## src/rtl/mtl_pkg.sv

```systemverilog
package mtl_pkg;

	// Integer bits of the ratio and of the result.
	localparam int INT_BITS = 8;

	// Threshold register layout: unsigned Q8.8.
	localparam int THR_WIDTH = 16;
	localparam int THR_FRAC = 8;
	localparam logic [THR_WIDTH-1:0] THR_RESET = 16'd256;

	// Decision taken at the front end, carried down the cell chain.
	typedef struct packed {
		logic do_div;
		logic base_zero;
		logic sat;
	} ctl_t;

endpackage

```

## src/rtl/mtl_div_cell.sv

```systemverilog
module mtl_div_cell #(
	parameter int SLOPE_WIDTH = 32,
	parameter int FRAC_BITS = 16
) (
	input  logic                                    clk,
	input  logic                                    arst_n,
	input  logic                                    in_valid,
	output logic                                    in_ready,
	input  logic [SLOPE_WIDTH-1:0]                  in_rem,
	input  logic [SLOPE_WIDTH-1:0]                  in_den,
	input  logic [mtl_pkg::INT_BITS+FRAC_BITS-1:0]  in_rest,
	input  logic [mtl_pkg::INT_BITS+FRAC_BITS-1:0]  in_quo,
	input  mtl_pkg::ctl_t                           in_ctl,
	output logic                                    out_valid,
	input  logic                                    out_ready,
	output logic [SLOPE_WIDTH-1:0]                  out_rem,
	output logic [SLOPE_WIDTH-1:0]                  out_den,
	output logic [mtl_pkg::INT_BITS+FRAC_BITS-1:0]  out_rest,
	output logic [mtl_pkg::INT_BITS+FRAC_BITS-1:0]  out_quo,
	output mtl_pkg::ctl_t                           out_ctl
);

	localparam int QW = mtl_pkg::INT_BITS + FRAC_BITS;

	logic                   valid_q;
	logic [SLOPE_WIDTH-1:0] rem_q;
	logic [SLOPE_WIDTH-1:0] den_q;
	logic [QW-1:0]          rest_q;
	logic [QW-1:0]          quo_q;
	mtl_pkg::ctl_t          ctl_q;

	logic [SLOPE_WIDTH:0]   trial;
	logic [SLOPE_WIDTH:0]   diff;
	logic                   ge;

	assign in_ready = !valid_q || out_ready;

	// One restoring step: bring down the next dividend bit and subtract if it fits.
	assign trial = {in_rem, in_rest[QW-1]};
	assign diff  = trial - {1'b0, in_den};
	assign ge    = trial >= {1'b0, in_den};

	always_ff @(posedge clk or negedge arst_n) begin
		if (!arst_n) begin
			valid_q <= 1'b0;
		end else if (in_ready) begin
			valid_q <= in_valid;
		end
	end

	always_ff @(posedge clk) begin
		if (in_valid && in_ready) begin
			rem_q  <= ge ? diff[SLOPE_WIDTH-1:0] : trial[SLOPE_WIDTH-1:0];
			den_q  <= in_den;
			rest_q <= {in_rest[QW-2:0], 1'b0};
			quo_q  <= {in_quo[QW-2:0], ge};
			ctl_q  <= in_ctl;
		end
	end

	assign out_valid = valid_q;
	assign out_rem   = rem_q;
	assign out_den   = den_q;
	assign out_rest  = rest_q;
	assign out_quo   = quo_q;
	assign out_ctl   = ctl_q;

endmodule

```

## config.mk

```make
export PLATFORM = sky130hd
export DESIGN_NAME = mtl_div_cell
export DESIGN_NICKNAME = d
export VERILOG_FILES = /design/src/rtl/mtl_pkg.sv /design/src/rtl/mtl_div_cell.sv
export SDC_FILE = /design/constraint.sdc
export NUM_CORES = 1
export LEC_CHECK = 0
export BUFFER_PORTS_ARGS = -buffer_cell sky130_fd_sc_hd__buf_2
export CAP_MARGIN = 25
export CORE_MARGIN = 1.5
export CORE_UTILIZATION = 40
export CTS_CLUSTER_DIAMETER = 200
export CTS_CLUSTER_SIZE = 12
export DETAILED_ROUTE_END_ITERATION = 10
export PLACE_DENSITY = 0.68
export SLEW_MARGIN = 15
export SYNTH_ARGS = -nofsm -noshare
export SYNTH_HDL_FRONTEND = slang
export SYNTH_SLANG_ARGS = --single-unit
export TNS_END_PERCENT = 10
```

## constraint.sdc

```tcl
create_clock -name clk -period 9.15 [get_ports clk]
set_clock_uncertainty 0.2 [all_clocks]
set_input_delay 0.915 -clock clk [delete_from_list [all_inputs] [get_ports clk]]
set_output_delay 0.915 -clock clk [all_outputs]
set_load 0.05 [all_outputs]
```

; Yosys cells after proc, flatten, opt, wreduce, memory -nomap -nowiden
; Index checks and enable logic that the tools add are counted.
[word_totals]
n_memories = 0
rom_bits = 0
mem_bits_rw = 0
input_bits = 119
latchBits = 0
regBits = 115
word_cells = 14
[classes]
bitwise = 0
n_reduce_logical = 3
div = 0
magnitude_cmp = 1
eq_ne = 0
n_mux = 1
n_shift = 0
n_addsub = 1
mul = 0
[ops]
columns = operator, n
row1 = >= comparator 33 x 32 -> 1 bit, 1
row2 = 2-to-1 mux 32 bit, 1
row3 = subtractor 32 bit, 1
row4 = logical AND 1 bit, 1
row5 = zero test 1 bit, 1
row6 = logical OR 1 bit, 1

; Depth between registers and ports, before layout
; Gate-level depths: netlist of run 1.
[depth]
ltp_word = 3
ltp_mapped = 13

; Least setup slack after synthesis of run 1
; No wires, ideal clock.
[synth_timing]
path_type = input-to-reg
startpoint = input port out_ready
endpoint = register ctl_q (netlist bit out_ctl[0]), enable pin
n_path_buf = 0
setup_ns = 0.486
setup_slack_ns = 4.382
cell_stages = 2
required_ns = 8.464
arrival_ns = 4.082
path_cell_list = nand2b_1 and2_1
[synth_between]
elab_chain_cells = 2
[synth_rtl]
columns = element, line_no
row1 = "start, declared", mtl_div_cell.sv:15  ; input logic out_ready,
row2 = logical OR 1 bit, mtl_div_cell.sv:36  ; assign in_ready = !valid_q || out_ready;
row3 = logical AND 1 bit, mtl_div_cell.sv:52  ; if (in_valid && in_ready) begin
row4 = "end signal, assigned", mtl_div_cell.sv:57  ; ctl_q <= in_ctl;
row5 = "end, declared", mtl_div_cell.sv:30  ; mtl_pkg::ctl_t ctl_q;
; Every way passes these cells.
; A chain may end at the register's enable or synchronous reset.

; Final worst setup path of run 1
[layout_timing]
startpoint = input port in_den[23]
endpoint = register rem_q[31], in the netlist out_rem[31] (data pin)
[layout_between]
elab_chain_cells = 2
elab_cells_between_ends = 3
classes_between = add/sub (1) / order compare (1) / mux (1)
[layout_rtl]
columns = element, line_no
row1 = "start, declared", mtl_div_cell.sv:10  ; input logic [SLOPE_WIDTH-1:0] in_den,
row2 = subtractor 32 bit or >= comparator 33 x 32 -> 1 bit (tied branches), "mtl_div_cell.sv:40, mtl_div_cell.sv:41"
row3 = 2-to-1 mux 32 bit *, mtl_div_cell.sv:53  ; rem_q <= ge ? diff[SLOPE_WIDTH-1:0] : trial[SLOPE_WIDTH-1:0];
row4 = "end signal, assigned", mtl_div_cell.sv:53
row5 = "end, declared", mtl_div_cell.sv:26  ; logic [SLOPE_WIDTH-1:0] rem_q;
; Every way passes the cells marked *; elsewhere a longest branch is shown, timed or not.

==> summary.md, run 1 <==
| Metric | Value |
|---|---|
| Sw Pwr | about 530 uW |
| Clock share of power | 0.409 |
| Combinational Power Share | 0.224 |
| Routed length per instance | 16.5 microns |
| Post-synthesis sequential area ratio | 0.594 |
| CTS tree | yes |
| WP data arrival | 3.97 ns |
| Pwr Total | 1740 uW |
| Top FF cell, synth | edfxtp_1 |
| Die ar. | 0.0152 sq mm |
| Initial antenna violation count | 0 |
| Final period utilization | 0.437 |
| Worst Tran Pin Value | 0.777 ns |
| CTS Hold Buffers Added | 0 |
| Post-Syn Instances | 479 |
| Critical path class | in2reg |
| Simple-gate area share of the yosys netlist | 0.0933 |
| Most common cell in the netlist | edfxtp_1 |
| Most frequent cells after synthesis | edfxtp_1 (114), a21oi_1 (54), inv_1 (46) |
| # setup viols final | 0 |
| Post-synthesis adder-cell area fraction | 0.0724 |
| Worst hold path class | in2async |
| IO Count | around 240 |
| Number of remaining DRC errors | 0 |
| Yosys warns | 0 |
| Iter 0 DRT Violations | 250 |
| Post-synthesis mux area share | 0.0241 |
| Crit-path slowest cell | o21a_2 |
| Syn-to-layout area delta | 33.8% |
| Antenna diodes | 0 |
| Compound-cell area share of the yosys netlist | 0.126 |
| Number of synthesized register bits | 115 |
| Worst-path clk slew | approximately 0.06 ns |
| TritonRoute pass-1 iters | 4 |
| Layout cells sized above 1 | 0.390 |
| Critical path fanouts, max | 30 |
| Top post-synthesis cells by area | edfxtp_1 (59%), ha_1 (6.9%), a21oi_1 (4.7%), inv_1 (3.0%), xnor2_1 (2.4%) |
| Register share of total power | 0.367 |
| H-tree depth | 4 |
| Slew HR | 0.481 |
| Main combinational cell family by area after synthesis | compound AO/OA/AOI/OAI gates |
| Setup TNS | 0 ns |
| Lkg Pwr | roughly 0.0035 uW |
| First-pass GRT wire length | 22300 microns |
| Kind of cell adding the most delay to the critical path | simple AND/OR/NAND/NOR gates |
| Clock buffer depth | 2 |
| Initial Util | 0.413 |
| Int Pwr | approximately 1200 uW |
| Non-Filler Instances | between 900 and 1000 |
| # Post-CTS Setup Buffers | 0 |
| Synth unique cells | 51 |
| WL final | 15000 microns |
| CP Buf/Inv Count | 3 |
| CP cell instances | buf_2 -> inv_1 -> ha_1 -> and3_1 -> nand4_1 -> nor4b_1 -> a21o_1 -> o21a_2 -> buf_4 -> mux2_4 |
| Leading area contributor after synthesis | edfxtp_1 |
| Final net count | between 800 and 900 |
| GR Overflow Total | 0 |
| Fillers | 1194 |
| Cells after DPL | 876 |
| Max Cap Viol | 0 |
| Worst path required time | 9.12 ns |
| Cell Area, Synth | between 0.005 and 0.006 sq mm |
| Final Hold Fails | 0 |
| Post-CTS Resized | 0 |
| Largest net degree at the start of global routing | 84 |
| Synth Area in XOR/XNOR | 0.0392 |
| Peak supply drop | 0.107 mV |
| Vias in the first global route | 4372 |
| Max Slew Vio Count | 0 |
| Sw Share | 0.302 |
| Core area | 0.0140 sq mm |
| DP Area | 0.00710 sq mm |
| Clk root buf | clkbuf_16 |
| Max Freq | approximately 250 MHz |
| Fin crit period | 4.00 ns |
| Placer Congestion | 0.851 |
| Critical Path End Type | flop |
| Avg Inst Size Synth | between 10 and 15 sq um |
| Row count | 43 |
| Share of the synthesized area in the top cell type | 0.590 |
| Post-synth EDFFs | 114 |
| Later-pin clock latency in the skew report | 0.42 ns |
| CP Launch Type | input port |
| Crit-path max cell delay | around 0.54 ns |
| Async set-reset flop share out of synthesis | 0.00870 |
| TritonCTS Buffers | 17 |
| Reg2Reg Setup Slack | 6.92 ns |
| Hpwl dp | 11400 microns |
| Final worst slack | 5.15 ns |
| Port buffer count | 233 |
| Vias/cell | 5.02 |
| Clock sinks | 115 |
| Synthesized Nets | 631 |
| RSZ-0062 raised after global routing | false |
| Total track usage | 0.199 |
| Vias after detailed routing | 4566 |
| Place WS | 4.73 ns |
| Reg-to-reg critical path startpoint | out_valid$_DFFE_PN0N_ |
| R2r worst-path depth | 4 |
| Post-route cell area | 0.00777 sq mm |
| Power Dens Cells | around 220 mW/mm^2 |
| Chip Width | 123 microns |
| Outcome | complete, no violations |
| Die Y | between 100 and 150 microns |
| Worst reg2reg path endpoint | out_rem[12]$_DFFE_PP_ |
| ANT nets after route | 0 |
-- cells by family (layout without fill, tap and decap cells) --
group | after synthesis | count (layout)
AO/OA/AOI/OAI | 120 | 120
flip-flops | 115 | 115
AND/OR/NAND/NOR | 110 | 110
buffers and inverters | 64 | 314
adder cells (fa/ha/maj) | 33 | 33
XOR/XNOR | 26 | 26
multiplexers | 10 | 10
other | 1 | 1
-- layer usage --
metal	vias up	global-route usage	wire [microns]	part of all wire
met3	9	0.0738	1290	0.086
met1	2144	0.241	6160	0.41
met5	-	0	0	0
met4	0	0.0632	94	0.0063
met2	178	0.331	7440	0.50
li1	2235	-	-	-
-- cell usage in the layout (no fill, tap or decap), types with 3 or more instances in the layout --
cell type,count
o21bai_1,5
o21ai_0,17
nand4_1,8
ha_1,32
nor3_1,3
nor2_1,37
edfxtp_1,114
a21o_1,8
a211oi_1,3
nand2_1,24
xnor2_1,16
o21ai_1,4
nand3_1,8
a2111oi_0,3
a21oi_1,54
o21a_1,5
xor2_1,10
clkinvlp_4,3
bufinv_16,4
mux2_4,8
o31ai_1,7
nand2b_1,9
inv_1,46
clkinv_4,3
clkbuf_16,17
and2_1,3
buf_2,233
-- state kept, by name, indices dropped and copies added, names as in the netlist --
name and flops:
out_ctl 3, out_den 32, out_quo 24, out_rem 32, out_rest 23, out_valid 1
-- stage by stage --
stage	util	hold WS (ns)
2_1_floorplan	-	0.419
3_3_place_gp	0.505	0.363
3_5_place_dp	0.505	0.383
4_1_cts	0.551	0.0334
5_1_grt	0.553	0.0303
6_report	0.553	0.0537
-- power groups by stage --
stage	logic (uW)	clock network [uW]	registers, uW
2_1_floorplan	164	0	783
3_3_place_gp	383	0	650
3_5_place_dp	388	0	651
4_1_cts	391	728	641
5_1_grt	423	752	643
6_report	391	714	640
-- cell type report --
type / instances / area, sq um / area share
Sequential cell: 115 / 3450 / 0.444
Multi-Input combinational cell: 300 / 2070 / 0.266
Timing Repair Buffer: 236 / 1210 / 0.156
Clock buffer: 18 / 439 / 0.0565
Tap cell: 180 / 225 / 0.0290
Clock inverter: 14 / 203 / 0.0261
Inverter: 46 / 173 / 0.0222
-- how the worst max path moves through the flow --
stage               startpoint                    end  cells past startpoint
floorplan            out_ready   out_ctl[0]$_DFFE_PP_                      2
global placement    in_den[23]   out_rem[4]$_DFFE_PP_                     10
detailed placement   in_den[3]  out_rem[31]$_DFFE_PP_                     11
CTS                 in_den[23]  out_rem[31]$_DFFE_PP_                     10
global route        in_den[23]  out_rem[24]$_DFFE_PP_                     10
finish              in_den[23]  out_rem[31]$_DFFE_PP_                     10
(Power assumes the default switching activity.)
==> inputs of run 2 (changes only) <==
--- a/config.mk
+++ b/config.mk
@@ -5,6 +5,7 @@
 export SDC_FILE = /design/constraint.sdc
 export NUM_CORES = 1
 export LEC_CHECK = 0
+export ABC_AREA = 1
 export BUFFER_PORTS_ARGS = -buffer_cell sky130_fd_sc_hd__buf_2
 export CAP_MARGIN = 25
 export CORE_MARGIN = 1.5
@@ -12,7 +13,7 @@
 export CTS_CLUSTER_DIAMETER = 200
 export CTS_CLUSTER_SIZE = 12
 export DETAILED_ROUTE_END_ITERATION = 10
-export PLACE_DENSITY = 0.68
+export PLACE_DENSITY = 0.69
 export SLEW_MARGIN = 15
 export SYNTH_ARGS = -nofsm -noshare
 export SYNTH_HDL_FRONTEND = slang
==> constraint.sdc (replaced) <==
create_clock -name clk -period 3.4 [get_ports clk]
set_clock_uncertainty 0.2 [all_clocks]
set_input_delay 0.34 -clock clk [delete_from_list [all_inputs] [get_ports clk]]
set_output_delay 0.34 -clock clk [all_outputs]
set_load 0.05 [all_outputs]
==> run 2 against run 1 <==
  * Core utilization is 2.6 points higher
  * Non-clock buffer count grew 83
  * Sequential share of layout area is 8.2 points lower
  * Clock power rose to 2.6 times the previous value
  * Die area is 15% higher
  * Worst hold slack lost 0.034 ns
  * Register-to-register slack worse by 5.1 ns
  * First-iteration DRC count up 36%
  * Global-route usage up 2.6 points
  * Worst setup slack worse by 4.9 ns
  * Via count grew 32%
  * Largest cell class unchanged
==> summary.md, run 2 <==
| Metric | Value |
|---|---|
| Outcome | complete, no violations |
| Placer Congestion | 0.839 (-1.4%) |
| Core area | 0.0165 sq mm (+17%) |
| Final period utilization | 0.924 |
| Chip Width | 132 microns (+7.0%) |
| Avg Inst Size Synth | 8.62 sq um (-29%) |
| Clock sinks | 115 (unchanged) |
| Vias in the first global route | 6049 (+38%) |
| Largest net degree at the start of global routing | 82 (-2.4%) |
| Row count | 47 (+9.3%) |
| Reg-to-reg critical path startpoint | out_valid$_DFFE_PN0N_ |
| Top FF cell, synth | edfxtp_1 |
| Syn-to-layout area delta | 42.8% |
| Initial antenna violation count | 2 (+2) |
| Share of the synthesized area in the top cell type | 0.513 (-0.0767) |
| Leading cell type in the layout, fill and taps excluded | nand2_1 |
| Worst reg2reg path endpoint | out_rem[1]$_DFFE_PP_ |
| Hold Path Origin | out_ready |
| Area of the multi-input gates | 0.00258 sq mm (+24%) |
| Commonest cells after routing, fill and taps aside | nand2_1 (278), buf_2 (233), inv_1 (151) |
| Async set-reset flop share out of synthesis | 0.00870 (unchanged) |
| Max Slew Vio Count | 0 (unchanged) |
| Die ar. | 0.0175 sq mm (+15%) |
| Peak supply drop | 0.342 mV (+220%) |
| Most frequent cells after synthesis | nand2_1 (278), inv_1 (151), edfxtp_1 (114) |
| Layout cells sized above 1 | 0.272 (-0.118) |
| Critical Path End Type | flop |
| TritonRoute pass-1 iters | 5 (+1) |
| Final net count | 1254 (+44%) |
| Leading area contributor after synthesis | edfxtp_1 |
| Final Hold Fails | 0 (unchanged) |
| H-tree depth | 4 (unchanged) |
| Vias/cell | 4.51 (-10%) |
| GR Overflow Total | 0 (unchanged) |
| Routed length per instance | 14.6 microns (-11%) |
| WP data arrival | 3.09 ns (-0.88 ns) |
| Critical path class | in2reg |
| Worst path required time | 3.35 ns (-5.77 ns) |
| CTS tree | yes |
| Hold path depth | 4 |
| Slew HR | 0.292 (-0.189) |
| Max Cap Viol | 0 (unchanged) |
| Die Y | 132 microns (+7.0%) |
| Post-synth EDFFs | 114 (unchanged) |
| Iter 0 DRT Violations | 341 (+36%) |
| # Post-CTS Setup Buffers | 0 (unchanged) |
| Yosys warns | 0 (unchanged) |
| Number of synthesized register bits | 115 (unchanged) |
| Clk root buf | clkbuf_16 |
| Post-Syn Instances | 774 (+62%) |
| Synthesized Nets | 926 (+47%) |
| Initial Util | 0.405 (-0.00812) |
| TritonCTS Buffers | 17 (unchanged) |
| Number of remaining DRC errors | 0 (unchanged) |
| Lkg Pwr | 0.00486 uW (+41%) |
| Worst Tran Pin Value | 1.06 ns (+0.284 ns) |
| Top post-synthesis cells by area | edfxtp_1 (51%), nand2_1 (16%), inv_1 (8.5%), ha_1 (6.0%), nand3_1 (3.9%) |
| Synth unique cells | 32 (-37%) |
| Post-CTS Resized | 0 (unchanged) |
| CP Launch Type | input port |
| Later-pin clock latency in the skew report | 0.41 ns (about the same) |
| WL final | 19500 microns (+30%) |
| Cell Area, Synth | 0.00667 sq mm (+15%) |
| Final worst slack | 0.259 ns (-4.89 ns) |
| Setup TNS | 0 ns (unchanged) |
| Place WS | 0.196 ns (-4.54 ns) |
| RSZ-0062 raised after global routing | false |
| R2r worst-path depth | 2 (-2) |
| First-pass GRT wire length | 30300 microns (+36%) |
| Worst hold path class | in2reg |
| IO Count | 236 (unchanged) |
| Most common cell in the netlist | nand2_1 |
| Power Dens Cells | 502 mW/mm^2 (+120%) |
| Port buffer count | 233 (unchanged) |
| Sequential cell area | 0.00345 sq mm (unchanged) |
| Fin crit period | around 3.1 ns |
| Post-synthesis sequential area ratio | 0.517 (-0.0773) |
| Worst-path clk slew | 0.06 ns (about the same) |
| ANT nets after route | 0 (unchanged) |
| Reg2Reg Setup Slack | 1.79 ns (-5.13 ns) |
| Hpwl dp | 13900 microns (+22%) |
| WHS Endpoint | out_valid$_DFFE_PN0N_ |
| Vias after detailed routing | 6020 (+32%) |
| Fillers | 1506 (+26%) |
| WHS | 0.0198 ns (-0.0339 ns) |
| Clock buffer depth | 2 (unchanged) |
| # setup viols final | 0 (unchanged) |
| Max Freq | 318 MHz |
| Total track usage | 0.225 (+0.0259) |
| Antenna diodes | 0 (unchanged) |
| Critical path fanouts, max | 35 (+17%) |
[run 2: cell count changes in the layout (fill, tap and decap cells not counted), sizes merged, moves of 9 or more]
cell	previous run	this run
nand2	24	284
inv	49	161
dlygate4sd3	0	83
nand3	8	68
a21oi	55	22
o21ai	21	2
xnor2	16	1
nand2b	9	0
nand3b	1	10
[run 2: kinds of logic (layout without fill, tap and decap cells)]
group / Yosys count / after routing / synth area share
other cells: 1 / 1 / 0.000562
flops: 115 / 115 / 0.517
simple gates: 421 / 422 / 0.282
fa+ha+maj: 33 / 33 / 0.0630
xor+xnor: 14 / 14 / 0.0184
buf+inv: 165 / 505 / 0.0999
compound gates: 25 / 25 / 0.0191
[run 2: critical path, stage by stage]
cell           delay (ns)
dlygate4sd3_1        0.54
buf_2                0.14
inv_1                0.05
ha_1                 0.33
nand2_1              0.15
nor2_2               0.06
nand2_1              0.10
nor2_2               0.06
nand2_1              0.06
nand3_1              0.18
nor2_4               0.56
nand2_8              0.29
nand2_1              0.12
o21ai_0              0.10
[run 2: worst max-delay path by stage]
stage | slack [ns] | startpoint | depth (start not counted) | end
floorplan | 0.21 | out_valid$_DFFE_PN0N_ | 1 | out_ctl[0]$_DFFE_PP_
detailed placement | 0.20 | in_rem[22] | 12 | out_rem[23]$_DFFE_PP_
CTS | 0.09 | in_den[23] | 14 | out_rem[23]$_DFFE_PP_
finish | 0.26 | in_den[18] | 14 | out_rem[0]$_DFFE_PP_
global route | 0.05 | in_den[17] | 14 | out_rem[23]$_DFFE_PP_
global placement | 0.21 | in_rem[22] | 12 | out_rem[23]$_DFFE_PP_
[run 2: through the flow]
stage,utilization,area [sq um],total power (uW),instances
after floorplan,-,6690,2560,774
after detailed placement,0.490,8070,2840,1219
final,0.579,9530,4780,1335
after global placement,0.490,8070,2830,1219
after global routing,0.579,9530,4990,1335
after CTS,0.578,9520,4820,1334
[run 2: report_power, final]
group / internal (uW) / leakage (uW) / switching [uW]
logic: 363 / 0.00346 / 819
clock network: 1170 / 0.000303 / 708
registers: 1690 / 0.00110 / 24.3
[run 2: cell type report]
class,count,area share
clock buffers,17,0.0446
clock inverters,15,0.0205
inverters,154,0.0607
multi-input cells,495,0.270
flip-flops and latches,115,0.362
well taps,220,0.0289
repair buffers,319,0.213
[run 2: what timing repair did]
item | 4_1_cts | 5_1_grt
endpoints found under the hold margin | 83 | 0
setup endpoints to repair | 0 | 32
hold buffers | 83 | 0
[run 2: metal layers]
metal / up-vias / track usage / wire, microns
met5: - / 0 / 27
met4: 4 / 0.0757 / 262
met3: 23 / 0.0534 / 1100
met2: 197 / 0.392 / 9540
met1: 2689 / 0.275 / 8580
li1: 3107 / - / -
==> inputs of run 3 (changes only) <==
--- a/config.mk
+++ b/config.mk
@@ -5,15 +5,15 @@
 export SDC_FILE = /design/constraint.sdc
 export NUM_CORES = 1
 export LEC_CHECK = 0
-export ABC_AREA = 1
 export BUFFER_PORTS_ARGS = -buffer_cell sky130_fd_sc_hd__buf_2
 export CAP_MARGIN = 25
+export CORE_ASPECT_RATIO = 1.4
 export CORE_MARGIN = 1.5
 export CORE_UTILIZATION = 40
 export CTS_CLUSTER_DIAMETER = 200
 export CTS_CLUSTER_SIZE = 12
 export DETAILED_ROUTE_END_ITERATION = 10
-export PLACE_DENSITY = 0.69
+export PLACE_DENSITY = 0.68
 export SLEW_MARGIN = 15
 export SYNTH_ARGS = -nofsm -noshare
 export SYNTH_HDL_FRONTEND = slang
==> constraint.sdc (replaced) <==
create_clock -name clk -period 3.7 [get_ports clk]
set_clock_uncertainty 0.2 [all_clocks]
set_input_delay 0.37 -clock clk [delete_from_list [all_inputs] [get_ports clk]]
set_output_delay 0.37 -clock clk [all_outputs]
set_load 0.05 [all_outputs]
==> run 3 against run 2 <==
  * Sequential power is 8% lower
  * Critical path depth down 2
  * Register-to-register slack got worse by 0.13 ns
  * Global-route usage is 0.10 points higher
==> summary.md, run 3 (synthesis gave the netlist of run 1 again) <==
| Metric | Value |
|---|---|
| GR Overflow Total | 0 (unchanged) |
| Die ar. | 0.0153 sq mm (-13%) |
| Syn-to-layout area delta | 50.0% |
| Largest net degree at the start of global routing | 83 (+1.2%) |
| Final Hold Fails | 0 (unchanged) |
| Max Slew Vio Count | 0 (unchanged) |
| CP Launch Type | input port |
| Fillers | 1108 (-26%) |
| # setup viols final | 0 (unchanged) |
| Number of remaining DRC errors | 0 (unchanged) |
| Vias after detailed routing | 5027 (-16%) |
| Leading cell type in the layout, fill and taps excluded | buf_2 |
| TritonCTS Buffers | 17 (unchanged) |
| Setup TNS | 0 ns (unchanged) |
| WL final | 17100 microns (-12%) |
| RSZ-0062 raised after global routing | false |
| Commonest cells after routing, fill and taps aside | buf_2 (233), edfxtp_1 (114), dlygate4sd3_1 (83) |
| ANT nets after route | 0 (unchanged) |
| Chip Width | 105 microns (-21%) |
| Max Freq | 287 MHz |
| Critical Path End Type | flop |
| Hpwl dp | 11500 microns (-17%) |
| Later-pin clock latency in the skew report | 0.41 ns (about the same) |
| Layout cells sized above 1 | 0.359 (+0.0876) |
| Clk root buf | clkbuf_16 |
| First-pass GRT wire length | 26700 microns (-12%) |
| Iter 0 DRT Violations | 239 (-30%) |
| Critical path fanouts, max | 7 (-80%) |
| Core area | 0.0140 sq mm (-15%) |
| Initial antenna violation count | 1 (-1) |
| Power Dens Cells | 515 mW/mm^2 (+2.6%) |
| Worst hold path class | in2reg |
| Row count | 51 (+8.5%) |
| Die Y | 146 microns (+10%) |
| Port buffer count | 233 (unchanged) |
| H-tree depth | 4 (unchanged) |
| Total track usage | 0.226 (+0.00100) |
| Metal3 WL | 1120 microns (+1.7%) |
| Crit-path max cell delay | 0.55 ns (about the same) |
| Worst path required time | 3.65 ns (+0.30 ns) |
| DP Area | 0.00718 sq mm (-11%) |
| CP cell instances | dlygate4sd3_1 -> buf_2 -> ha_1 -> fa_1 -> nor2b_1 -> o2111ai_1 -> a21oi_1 -> o31ai_1 -> a21oi_2 -> a21oi_1 -> o31ai_1 -> o21ai_1 |
| Top Metal Used | met4 |
| Vias/cell | 4.99 (+11%) |
| Worst-path clk slew | 0.06 ns (about the same) |
| Metal-1 WL | 6310 microns (-26%) |
| Util after Layout | 0.620 (+0.0414) |
| Vias in the first global route | 5268 (-13%) |
| Final net count | 960 (-23%) |
| Met2 routed WL | 9130 microns (-4.3%) |
| Placer Congestion | 0.914 (+8.9%) |
| WHS | 0.0582 ns (+0.0384 ns) |
| Critical path class | in2reg |
| CTS tree | yes |
| Worst Tran Pin Value | 0.499 ns (-0.561 ns) |
| Crit-path slowest cell | dlygate4sd3_1 |
| IO Count | 236 (unchanged) |
| Max Cap Viol | 0 (unchanged) |
| Peak supply drop | 0.260 mV (-24%) |
| Final period utilization | 0.943 |
| WP data arrival | 3.44 ns (+0.35 ns) |
| Clock sinks | 115 (unchanged) |
| Post-route cell area | 0.00871 sq mm (-8.6%) |
| Clock buffer depth | 2 (unchanged) |
| TritonRoute pass-1 iters | 4 (-1) |
| Fin crit period | 3.49 ns |
| Slew HR | 0.664 (+0.372) |
| Initial Util | 0.414 (+0.00823) |
| Outcome | complete, no violations |
| Routed length per instance | 17.0 microns (+16%) |
| Lkg Pwr | 0.00386 uW (-21%) |
## run 3: cell types whose count changed in the layout (fill, tap and decap cells not counted), moves of 16 or more
cell     previous run  this run
a21oi_1            21        53
inv_1             151        46
nand2_1           278        24
nand3_1            52         8
nand3_2            16         0
## run 3: metal layers
| layer | vias to the layer above | global-route usage |
|---|---|---|
| met5 | - | 0 |
| li1 | 2407 | - |
| met3 | 38 | 0.0703 |
| met4 | 0 | 0.0938 |
| met2 | 194 | 0.420 |
| met1 | 2388 | 0.232 |
## run 3: cell type report
cell class | instances | area, sq um | area share
diodes | 1 | 2.50 | 0.000287
clock buffers | 18 | 429 | 0.0493
clock inverters | 14 | 229 | 0.0263
inverters | 46 | 173 | 0.0198
multi-input cells | 300 | 2090 | 0.241
flip-flops and latches | 115 | 3450 | 0.396
well taps | 185 | 231 | 0.0266
repair buffers | 328 | 2100 | 0.241
## run 3: power by group
part | internal (uW) | total, uW | switching, uW | leakage [uW]
Clock | 1210 | 1830 | 625 | 0.000313
Sequential | 1560 | 1590 | 25.5 | 0.00109
Combinational | 371 | 1060 | 692 | 0.00245
## run 3: through the flow
stage / worst slack, ns / std cells / total power [uW]
detailed placement: 0.158 / 890 / 2590
floorplan: 0.481 / 479 / 2340
finish: 0.212 / 1007 / 4480
CTS: 0.0308 / 1005 / 4500
global route: 0.0120 / 1007 / 4640
global placement: 0.212 / 890 / 2570
## run 3: path summary, 6_finish.rpt
path | startpoint | endpoint | slack [ns] | cells after the start
worst max-delay path | in_den[0] | out_rem[26]$_DFFE_PP_ | 0.21 | 12
worst min-delay path | in_rem[2] | out_rem[3]$_DFFE_PP_ | 0.06 | 2
worst max register to register | out_valid$_DFFE_PN0N_ | out_den[27]$_DFFE_PP_ | 1.66 | 3
worst min register to register | out_valid$_DFFE_PN0N_ | out_valid$_DFFE_PN0N_ | 0.40 | 2
max in group asynchronous | arst_n | out_valid$_DFFE_PN0N_ | 3.12 | 2
min in group asynchronous | arst_n | out_valid$_DFFE_PN0N_ | 0.10 | 2
## run 3: repair_timing
item / 4_1_cts / 5_1_grt
resized for setup: 0 / 6
setup endpoints to repair: 0 / 33
buffers inserted: 0 / 1
endpoints found under the hold margin: 83 / 0
hold buffers: 83 / 0
## run 3: worst max-delay path: cells and delay by family
| kind | cells | cell delay (ns) |
|---|---|---|
| compound gates | 7 | 1.56 |
| buf+inv | 2 | 0.69 |
| fa+ha+maj | 2 | 0.62 |
| simple gates | 1 | 0.19 |
